File: config.mk
export PLATFORM = sky130hd
export DESIGN_NAME = seam_feather_blend
export DESIGN_NICKNAME = d
export VERILOG_FILES = /design/src/sv/sfb_pkg.sv /design/src/sv/sfb_front.sv /design/src/sv/sfb_div.sv /design/src/sv/seam_feather_blend.sv
export SDC_FILE = /design/constraint.sdc
export NUM_CORES = 2
export LEC_CHECK = 0
export ABC_AREA = 0
export BUFFER_PORTS_ARGS = -buffer_cell sky130_fd_sc_hd__buf_2
export CAP_MARGIN = 20
export CELL_PAD_IN_SITES_DETAIL_PLACEMENT = 1
export CELL_PAD_IN_SITES_GLOBAL_PLACEMENT = 1
export CORE_ASPECT_RATIO = 0.5
export CORE_MARGIN = 2
export CORE_UTILIZATION = 54
export CTS_BUF_LIST = sky130_fd_sc_hd__clkbuf_2
export DETAILED_ROUTE_END_ITERATION = 7
export GPL_ROUTABILITY_DRIVEN = 0
export PLACE_DENSITY = 0.91
export REMOVE_ABC_BUFFERS = 1
export SLEW_MARGIN = 20
export SYNTH_ARGS = -nofsm -noshare
export SYNTH_HDL_FRONTEND = slang
export SYNTH_SLANG_ARGS = --single-unit
File: constraint.sdc
create_clock -name clk_i -period 36.1 [get_ports clk_i]
set_input_delay 1.805 -clock clk_i [delete_from_list [all_inputs] [get_ports clk_i]]
set_output_delay 1.805 -clock clk_i [all_outputs]
set_load 0.02 [all_outputs]
File: src/sv/sfb_pkg.sv
// Shared types and constants for the seam feather blend pipeline.
package sfb_pkg;

  localparam int COL_W      = 11;
  localparam int PIX_W      = 8;
  localparam int NUM_CH     = 3;
  localparam int START_W    = 11;
  localparam int SPAN_W     = 12;
  localparam int NUM_W      = PIX_W + SPAN_W;
  localparam int CFG_IDX_W  = 1;
  localparam int CFG_DATA_W = 12;
  localparam int MAX_COLUMNS = 2048;

  localparam int IN_DATA_W  = 64;
  localparam int OUT_DATA_W = 24;

  localparam logic [START_W-1:0] START_RESET = 11'd0;
  localparam logic [SPAN_W-1:0]  WIDTH_RESET = 12'd960;

  localparam logic [CFG_IDX_W-1:0] CFG_OVERLAP_START = 1'b0;
  localparam logic [CFG_IDX_W-1:0] CFG_IMAGE_WIDTH   = 1'b1;

  typedef logic [NUM_CH-1:0][PIX_W-1:0] pixel_t;

  // weighted sum per channel plus the divisor it goes with
  typedef struct packed {
    logic [NUM_CH-1:0][NUM_W-1:0] num;
    logic [SPAN_W-1:0]            span;
  } div_in_t;

endpackage

File: src/sv/sfb_front.sv
// Front stages: overlap decode, channel weights, products and weighted sum.
module sfb_front import sfb_pkg::*; (
  input  logic               clk_i,
  input  logic               rst_ni,
  input  logic               en_i,
  input  logic               in_valid_i,
  input  logic [COL_W-1:0]   column_i,
  input  pixel_t             base_i,
  input  pixel_t             warp_i,
  input  logic [START_W-1:0] overlap_start_i,
  input  logic [SPAN_W-1:0]  image_width_i,
  output logic               out_valid_o,
  output div_in_t            out_o
);

  // stage 1: input register
  logic               v1_q;
  logic [COL_W-1:0]   col1_q;
  pixel_t             base1_q, warp1_q;

  // stage 2: weights
  logic               v2_q;
  pixel_t             base2_q, warp2_q;
  logic [COL_W-1:0]   k2_q, k2_d;
  logic [SPAN_W-1:0]  sk2_q, sk2_d;
  logic [SPAN_W-1:0]  span2_q, span2_d;

  // stage 3: products
  logic                                v3_q;
  logic [NUM_CH-1:0][NUM_W-1:0]        pb3_q, pb3_d;
  logic [NUM_CH-1:0][NUM_W-1:0]        pw3_q, pw3_d;
  logic [SPAN_W-1:0]                   span3_q;
  logic [COL_W-1:0]                    k3_q;
  logic [SPAN_W-1:0]                   sk3_q;

  // stage 4: sums
  logic    v4_q;
  div_in_t d4_q, d4_d;

  logic in_ramp, warp_black, base_black;

  always_ff @(posedge clk_i or negedge rst_ni) begin
    if (!rst_ni) begin
      v1_q <= 1'b0;
      v2_q <= 1'b0;
      v3_q <= 1'b0;
      v4_q <= 1'b0;
    end else if (en_i) begin
      v1_q <= in_valid_i;
      v2_q <= v1_q;
      v3_q <= v2_q;
      v4_q <= v3_q;
    end
  end

  always_ff @(posedge clk_i) begin
    if (en_i) begin
      col1_q  <= column_i;
      base1_q <= base_i;
      warp1_q <= warp_i;
      base2_q <= base1_q;
      warp2_q <= warp1_q;
      k2_q    <= k2_d;
      sk2_q   <= sk2_d;
      span2_q <= span2_d;
      pb3_q   <= pb3_d;
      pw3_q   <= pw3_d;
      span3_q <= span2_q;
      k3_q    <= k2_q;
      sk3_q   <= sk2_q;
      d4_q    <= d4_d;
    end
  end

  // Outside the overlap, or with a black pixel on either side, the weights
  // pick one pixel whole and the divisor becomes one.
  always_comb begin
    in_ramp = (col1_q >= overlap_start_i) && ({1'b0, col1_q} < image_width_i) &&
              (32'(col1_q) < MAX_COLUMNS);
    warp_black = (warp1_q == '0);
    base_black = (base1_q == '0);
    if (!in_ramp || warp_black) begin
      k2_d    = '0;
      sk2_d   = SPAN_W'(1);
      span2_d = SPAN_W'(1);
    end else if (base_black) begin
      k2_d    = COL_W'(1);
      sk2_d   = '0;
      span2_d = SPAN_W'(1);
    end else begin
      k2_d    = col1_q - overlap_start_i;
      span2_d = image_width_i - {1'b0, overlap_start_i};
      sk2_d   = span2_d - {1'b0, k2_d};
    end
  end

  always_comb begin
    for (int c = 0; c < NUM_CH; c++) begin
      pb3_d[c] = {{SPAN_W{1'b0}}, base2_q[c]} * {{PIX_W{1'b0}}, sk2_q};
      pw3_d[c] = {{SPAN_W{1'b0}}, warp2_q[c]} * {{(NUM_W-COL_W){1'b0}}, k2_q};
    end
  end

  always_comb begin
    for (int c = 0; c < NUM_CH; c++) begin
      d4_d.num[c] = pb3_q[c] + pw3_q[c];
    end
    d4_d.span = span3_q;
  end

  assign out_valid_o = v4_q;
  assign out_o       = d4_q;

  a_span_nonzero: assert property (@(posedge clk_i) disable iff (!rst_ni)
    v2_q |-> span2_q != '0)
    else $error("zero divisor entered the pipeline");

  a_weights_sum: assert property (@(posedge clk_i) disable iff (!rst_ni)
    v3_q |-> ({1'b0, k3_q} + sk3_q) == span3_q)
    else $error("channel weights do not add up to the divisor");

endmodule

File: src/sv/sfb_div.sv
// Pipelined restoring divider, one quotient bit per stage, all channels.
module sfb_div import sfb_pkg::*; (
  input  logic    clk_i,
  input  logic    rst_ni,
  input  logic    en_i,
  input  logic    in_valid_i,
  input  div_in_t in_i,
  output logic    out_valid_o,
  output pixel_t  quot_o
);

  localparam int STAGES = PIX_W;

  for (genvar s = 0; s < STAGES; s++) begin : g_stage
    logic                         v_in;
    logic [NUM_CH-1:0][NUM_W-1:0] rem_in;
    logic [NUM_CH-1:0][PIX_W-1:0] quo_in;
    logic [SPAN_W-1:0]            span_in;
    logic [NUM_W-1:0]             trial;
    logic                         v_q;
    logic [NUM_CH-1:0][NUM_W-1:0] rem_q, rem_d;
    logic [NUM_CH-1:0][PIX_W-1:0] quo_q, quo_d;
    logic [SPAN_W-1:0]            span_q;

    // first stage takes the item straight from the front registers
    if (s == 0) begin : g_head
      assign v_in    = in_valid_i;
      assign rem_in  = in_i.num;
      assign quo_in  = '0;
      assign span_in = in_i.span;
    end else begin : g_link
      assign v_in    = g_stage[s-1].v_q;
      assign rem_in  = g_stage[s-1].rem_q;
      assign quo_in  = g_stage[s-1].quo_q;
      assign span_in = g_stage[s-1].span_q;
    end

    assign trial = {{PIX_W{1'b0}}, span_in} << (STAGES - 1 - s);

    // settles quotient bit STAGES-1-s, MSB first
    always_comb begin
      for (int c = 0; c < NUM_CH; c++) begin
        quo_d[c] = quo_in[c];
        if (rem_in[c] >= trial) begin
          rem_d[c] = rem_in[c] - trial;
          quo_d[c][STAGES-1-s] = 1'b1;
        end else begin
          rem_d[c] = rem_in[c];
        end
      end
    end

    always_ff @(posedge clk_i or negedge rst_ni) begin
      if (!rst_ni) begin
        v_q <= 1'b0;
      end else if (en_i) begin
        v_q <= v_in;
      end
    end

    always_ff @(posedge clk_i) begin
      if (en_i) begin
        rem_q  <= rem_d;
        quo_q  <= quo_d;
        span_q <= span_in;
      end
    end
  end

  assign out_valid_o = g_stage[STAGES-1].v_q;
  assign quot_o      = g_stage[STAGES-1].quo_q;

  a_num_in_range: assert property (@(posedge clk_i) disable iff (!rst_ni)
    in_valid_i |-> (in_i.num[0] < ({{PIX_W{1'b0}}, in_i.span} << PIX_W)) &&
                   (in_i.num[1] < ({{PIX_W{1'b0}}, in_i.span} << PIX_W)) &&
                   (in_i.num[2] < ({{PIX_W{1'b0}}, in_i.span} << PIX_W)))
    else $error("weighted sum overflows the quotient width");

  a_rem_below_span: assert property (@(posedge clk_i) disable iff (!rst_ni)
    g_stage[STAGES-1].v_q |->
      (g_stage[STAGES-1].rem_q[0] < {{PIX_W{1'b0}}, g_stage[STAGES-1].span_q}) &&
      (g_stage[STAGES-1].rem_q[1] < {{PIX_W{1'b0}}, g_stage[STAGES-1].span_q}) &&
      (g_stage[STAGES-1].rem_q[2] < {{PIX_W{1'b0}}, g_stage[STAGES-1].span_q}))
    else $error("final remainder not below the divisor");

endmodule

File: src/sv/seam_feather_blend.sv
// Top level of the seam feather blend: config registers, stall control, packing.
//
// Blends one pixel of the overlap between a base and a warped image per item.
// Inside the overlap (overlap_start <= column < image_width) a black warped
// pixel yields the base pixel, a black base pixel yields the warped pixel, and
// otherwise every channel is floor((base*(W-k) + warp*k) / W) with
// k = column - overlap_start and W = image_width - overlap_start; elsewhere
// the base pixel passes through. One item is taken per clock unless the output
// stalls. Stages in order: input register, weight decode, three 8x12 and
// three 8x11 multipliers per pixel, the weighted sum, then eight divider stages
// that each settle one quotient bit for all three channels, the last of which
// is the output register. A stalled output freezes the whole pipeline, so
// s_axis_tready drops only while a result is waiting on m_axis_tready.
// Config writes are taken at once and must only happen while the pipe is empty.
module seam_feather_blend import sfb_pkg::*; (
  input  logic                  clk_i,
  input  logic                  rst_ni,
  // item in
  input  logic                  s_axis_tvalid,
  output logic                  s_axis_tready,
  // column, base_blue, base_green, base_red, warp_blue, warp_green, warp_red
  input  logic [IN_DATA_W-1:0]  s_axis_tdata,
  // result out
  output logic                  m_axis_tvalid,
  input  logic                  m_axis_tready,
  // out_blue, out_green, out_red
  output logic [OUT_DATA_W-1:0] m_axis_tdata,
  // config writes
  input  logic                  cfg_we_i,
  input  logic [CFG_IDX_W-1:0]  cfg_idx_i,
  input  logic [CFG_DATA_W-1:0] cfg_data_i
);

  logic [START_W-1:0] overlap_start_q;
  logic [SPAN_W-1:0]  image_width_q;

  logic       en;
  logic       front_valid;
  div_in_t    front_out;
  pixel_t     base_px, warp_px, out_px;
  logic [COL_W-1:0] column;

  always_ff @(posedge clk_i or negedge rst_ni) begin
    if (!rst_ni) begin
      overlap_start_q <= START_RESET;
      image_width_q   <= WIDTH_RESET;
    end else if (cfg_we_i) begin
      unique case (cfg_idx_i)
        CFG_OVERLAP_START: overlap_start_q <= cfg_data_i[START_W-1:0];
        CFG_IMAGE_WIDTH:   image_width_q   <= cfg_data_i[SPAN_W-1:0];
        default: ;
      endcase
    end
  end

  // unpack: column in the low bits, then base BGR, then warp BGR
  always_comb begin
    column = s_axis_tdata[COL_W-1:0];
    for (int c = 0; c < NUM_CH; c++) begin
      base_px[c] = s_axis_tdata[COL_W + c*PIX_W +: PIX_W];
      warp_px[c] = s_axis_tdata[COL_W + (NUM_CH + c)*PIX_W +: PIX_W];
    end
  end

  // whole pipe advances unless a finished result is held back
  assign en            = !(m_axis_tvalid && !m_axis_tready);
  assign s_axis_tready = en;

  sfb_front u_front (
    .clk_i           (clk_i),
    .rst_ni          (rst_ni),
    .en_i            (en),
    .in_valid_i      (s_axis_tvalid),
    .column_i        (column),
    .base_i          (base_px),
    .warp_i          (warp_px),
    .overlap_start_i (overlap_start_q),
    .image_width_i   (image_width_q),
    .out_valid_o     (front_valid),
    .out_o           (front_out)
  );

  sfb_div u_div (
    .clk_i       (clk_i),
    .rst_ni      (rst_ni),
    .en_i        (en),
    .in_valid_i  (front_valid),
    .in_i        (front_out),
    .out_valid_o (m_axis_tvalid),
    .quot_o      (out_px)
  );

  assign m_axis_tdata = out_px;

  a_stall_blocks_input: assert property (@(posedge clk_i) disable iff (!rst_ni)
    (m_axis_tvalid && !m_axis_tready) |=> $stable(m_axis_tdata) && m_axis_tvalid)
    else $error("pipeline moved during an output stall");

  a_width_reset: assert property (@(posedge clk_i)
    !rst_ni |=> (image_width_q == WIDTH_RESET) || $past(cfg_we_i))
    else $error("image width register lost its reset value");

endmodule

==> results.md <==
- Run status: finished, final reports clean
- GR met2 Demand/Resource: 0.526
- Clock root cell: clkbuf_2
- Avg Inst Size Synth: approximately 11 µm²
- Final Skew: around 200 ps
- Most common cell after layout, fill and taps aside: edfxtp_1
- Netlist cell types: slightly above 80
- R2R Setup Slk: around 30000 ps
- Global-route wire length before repair: between 300000 and 400000 µm
- Vias in the first global route: between 50000 and 60000
- Crit-path max FO: 24
- Max Clock Freq: around 170 MHz
- Worst slew pin tran: between 1000 and 1500 ps
- DRT iter0 DRCs: just under 4000
- CTS tree: done
- RSZ-0062 raised after global routing: false
- Reg-to-Reg End: u_front.pb3_q[19]
- GRT Total Usage: 0.299
- R2r worst-path depth: 16
- Worst Path Arrival: 7260 ps
- Grt met1 use: 0.339
- Finished Core Util: 0.581
- Largest area contributor in the netlist: edfxtp_1
- Final HPWL DP: ~150000 µm
- Filler instances: ~13000
- Pins Over Slew Limit: 0
- Synth top area share: 0.416
- Total number of vias: between 50000 and 60000
- Die extent in y: ~260 µm
- RR Startpoint: u_front.sk2_q[6]
- Crit path capture type: flip-flop
- FFs w/ async S/R, synth: 0.0354
- Die X: 509 µm
- Share of layout cells above drive strength 1: 0.0893
- Largest net degree at the start of global routing: roughly 200
- Drt via density: ~6
- Detailed Route WL: a little under 200000 µm
- Cts hold-fix bufs: 0
- Worst endpoint required time: about 38000 ps
- Number of flops mapped to enable cells by yosys: 955
- Synth warnings: 0
- Clk sinks: just under 1000
- Top cells by area, synth: edfxtp_1 (42%), ha_1 (11%), fa_1 (11%)
- Setup Buffers After CTS: 0
- TritonCTS buffer count: ~220
- Syn Inst Count: 6263
- # resized after CTS: 0
- Most frequent cells in the layout: edfxtp_1 (955), inv_1 (696), ha_1 (625)
- Top FF cell, synth: edfxtp_1
- Drt drc: 0
- Core Region: 126000 µm²
- Crit Path Class: reg -> reg
- Crit share post-route: 0.161
- Initial core utilization: 0.546
- Final setup violation count: 0
- Worst min path class: in -> async
- Minimum clock period: 5800 ps
- Clock Tree Buf Depth: 3
- Antenna violations before repair: 12
- Row cnt: 92
- Total grt overflow: 0
- I/O Buffers: slightly above 100
- FF+latch count, synth: 990
- Register area share after synthesis: 0.429
- Nets: around 7500
- Met3 Use GR: 0.0456
- Hold violation total from the final report: 0
- TritonRoute pass-1 iters: 5
- H-tree levels: 4
- Worst skew pair latency: 1820 ps
- Area Overhead vs Synth: 6.52%
- Io pins: approximately 110
- Max Cap Viol: 0
- Rel. slew slack: 0.207
- Die ar.: ~130000 µm²
- Post-DRT Antenna Nets: 0
- Hold slack: 132 ps
- GRT busiest layer: met2
- Drt wl/cell: 23.5 µm
- Mapped Area: about 69000 µm²
- Post-route setup TNS: 0 ps
- CTS clk-pin slew, worst paths: about 150 ps
- Kind of start point of the critical path: flip-flop
[synth_stat cells, types with 13 or more instances]
cell	count
a2111oi_0	14
a211o_1	14
a211oi_1	27
a21boi_0	18
a21o_1	118
a21oi_1	378
a31oi_1	25
and2_1	455
and3_1	29
clkbuf_1	152
dfrtp_1	31
edfxtp_1	955
fa_1	369
ha_1	625
inv_1	696
mux2_2	78
mux2i_1	21
nand2_1	386
nand2b_1	69
nand3_1	74
nand4_1	39
nor2_1	340
nor2b_1	87
nor3_1	107
nor4_1	54
o211ai_1	22
o21a_1	77
o21ai_0	301
o21bai_1	41
o31a_1	20
o31ai_1	31
or2_2	13
or3_1	30
or4_1	19
xnor2_1	218
xor2_1	157
[flip-flops by register name (all words and copies together), names as in the netlist, 12 cells and up]
register	cells
u_front.warp2_q	24
u_front.warp1_q	24
image_width_q	12
u_front.out_o	72
u_div.g_stage.quo_q	84
u_front.base2_q	24
u_front.sk2_q	12
u_front.pb3_q	60
u_front.pw3_q	57
u_front.span3_q	12
u_front.span2_q	12
u_front.base1_q	24
u_div.g_stage.rem_q	420
u_div.quot_o	24
u_div.g_stage.span_q	84
[worst max-delay path, cell delays in order, from the launching register on]
cell,delay [ps]
edfxtp_1,1110
and2_1,270
fa_1,450
fa_1,460
fa_1,530
inv_1,60
fa_1,500
inv_1,50
ha_1,350
a21o_1,180
a21o_1,210
a31o_2,280
or3_1,330
o22a_1,230
a21o_1,200
a21oi_1,180
xnor2_1,120
[per-layer routing]
| metal | share of wire | wire [µm] | vias to the layer above |
|---|---|---|---|
| met5 | 0.00012 | 23 | - |
| met4 | 0.064 | 12600 | 4 |
| met3 | 0.056 | 10900 | 721 |
| met2 | 0.50 | 98400 | 1939 |
| met1 | 0.38 | 74000 | 25100 |
| li1 | - | - | 22500 |
[area by class of cell]
type	count	area, µm²	area share
diodes	5	12.5	0.000170
clock inverters	103	632	0.00861
repair buffers	131	768	0.0105
clock buffers	302	1510	0.0206
well taps	1692	2120	0.0288
inverters	696	2610	0.0356
multi-input cells	4416	36200	0.493
flip-flops and latches	990	29600	0.403
[worst max path at each step]
stage | startpoint | to | slack, ps | depth (start not counted)
2_1_floorplan | m_axis_tready | u_div.g_stage[0].v_q | 8040 | 2
3_3_place_gp | m_axis_tready | u_div.g_stage[4].rem_q[35] | 29620 | 7
3_5_place_dp | m_axis_tready | u_div.g_stage[4].rem_q[38] | 29340 | 7
4_1_cts | u_front.sk2_q[6] | u_front.pb3_q[19] | 30400 | 16
5_1_grt | u_front.k2_q[3] | u_front.pw3_q[58] | 30080 | 15
6_report | u_front.sk2_q[6] | u_front.pb3_q[19] | 30300 | 16
[logic make-up after synthesis]
logic type | count (synthesis) | synth area share
adders and majority gates | 994 | 0.221
AOI/OAI and AO/OA | 1184 | 0.107
DFF | 990 | 0.429
muxes | 99 | 0.0158
and+or+nand+nor | 1764 | 0.133
buffers and inverters | 857 | 0.0468
xor gates and xnor gates | 375 | 0.0477
[through the flow]
step           cell area, µm²  cells  worst slack (ps)
2_1_floorplan           68300   6102              8040
3_3_place_gp            71200   7923             29620
3_5_place_dp            71200   7923             29340
4_1_cts                 73400   8328             30400
5_1_grt                 73400   8334             30080
6_report                73400   8335             30300
Power is not shown: default switching activity piles up to over one toggle a cycle in this logic, so the estimate is an artifact.
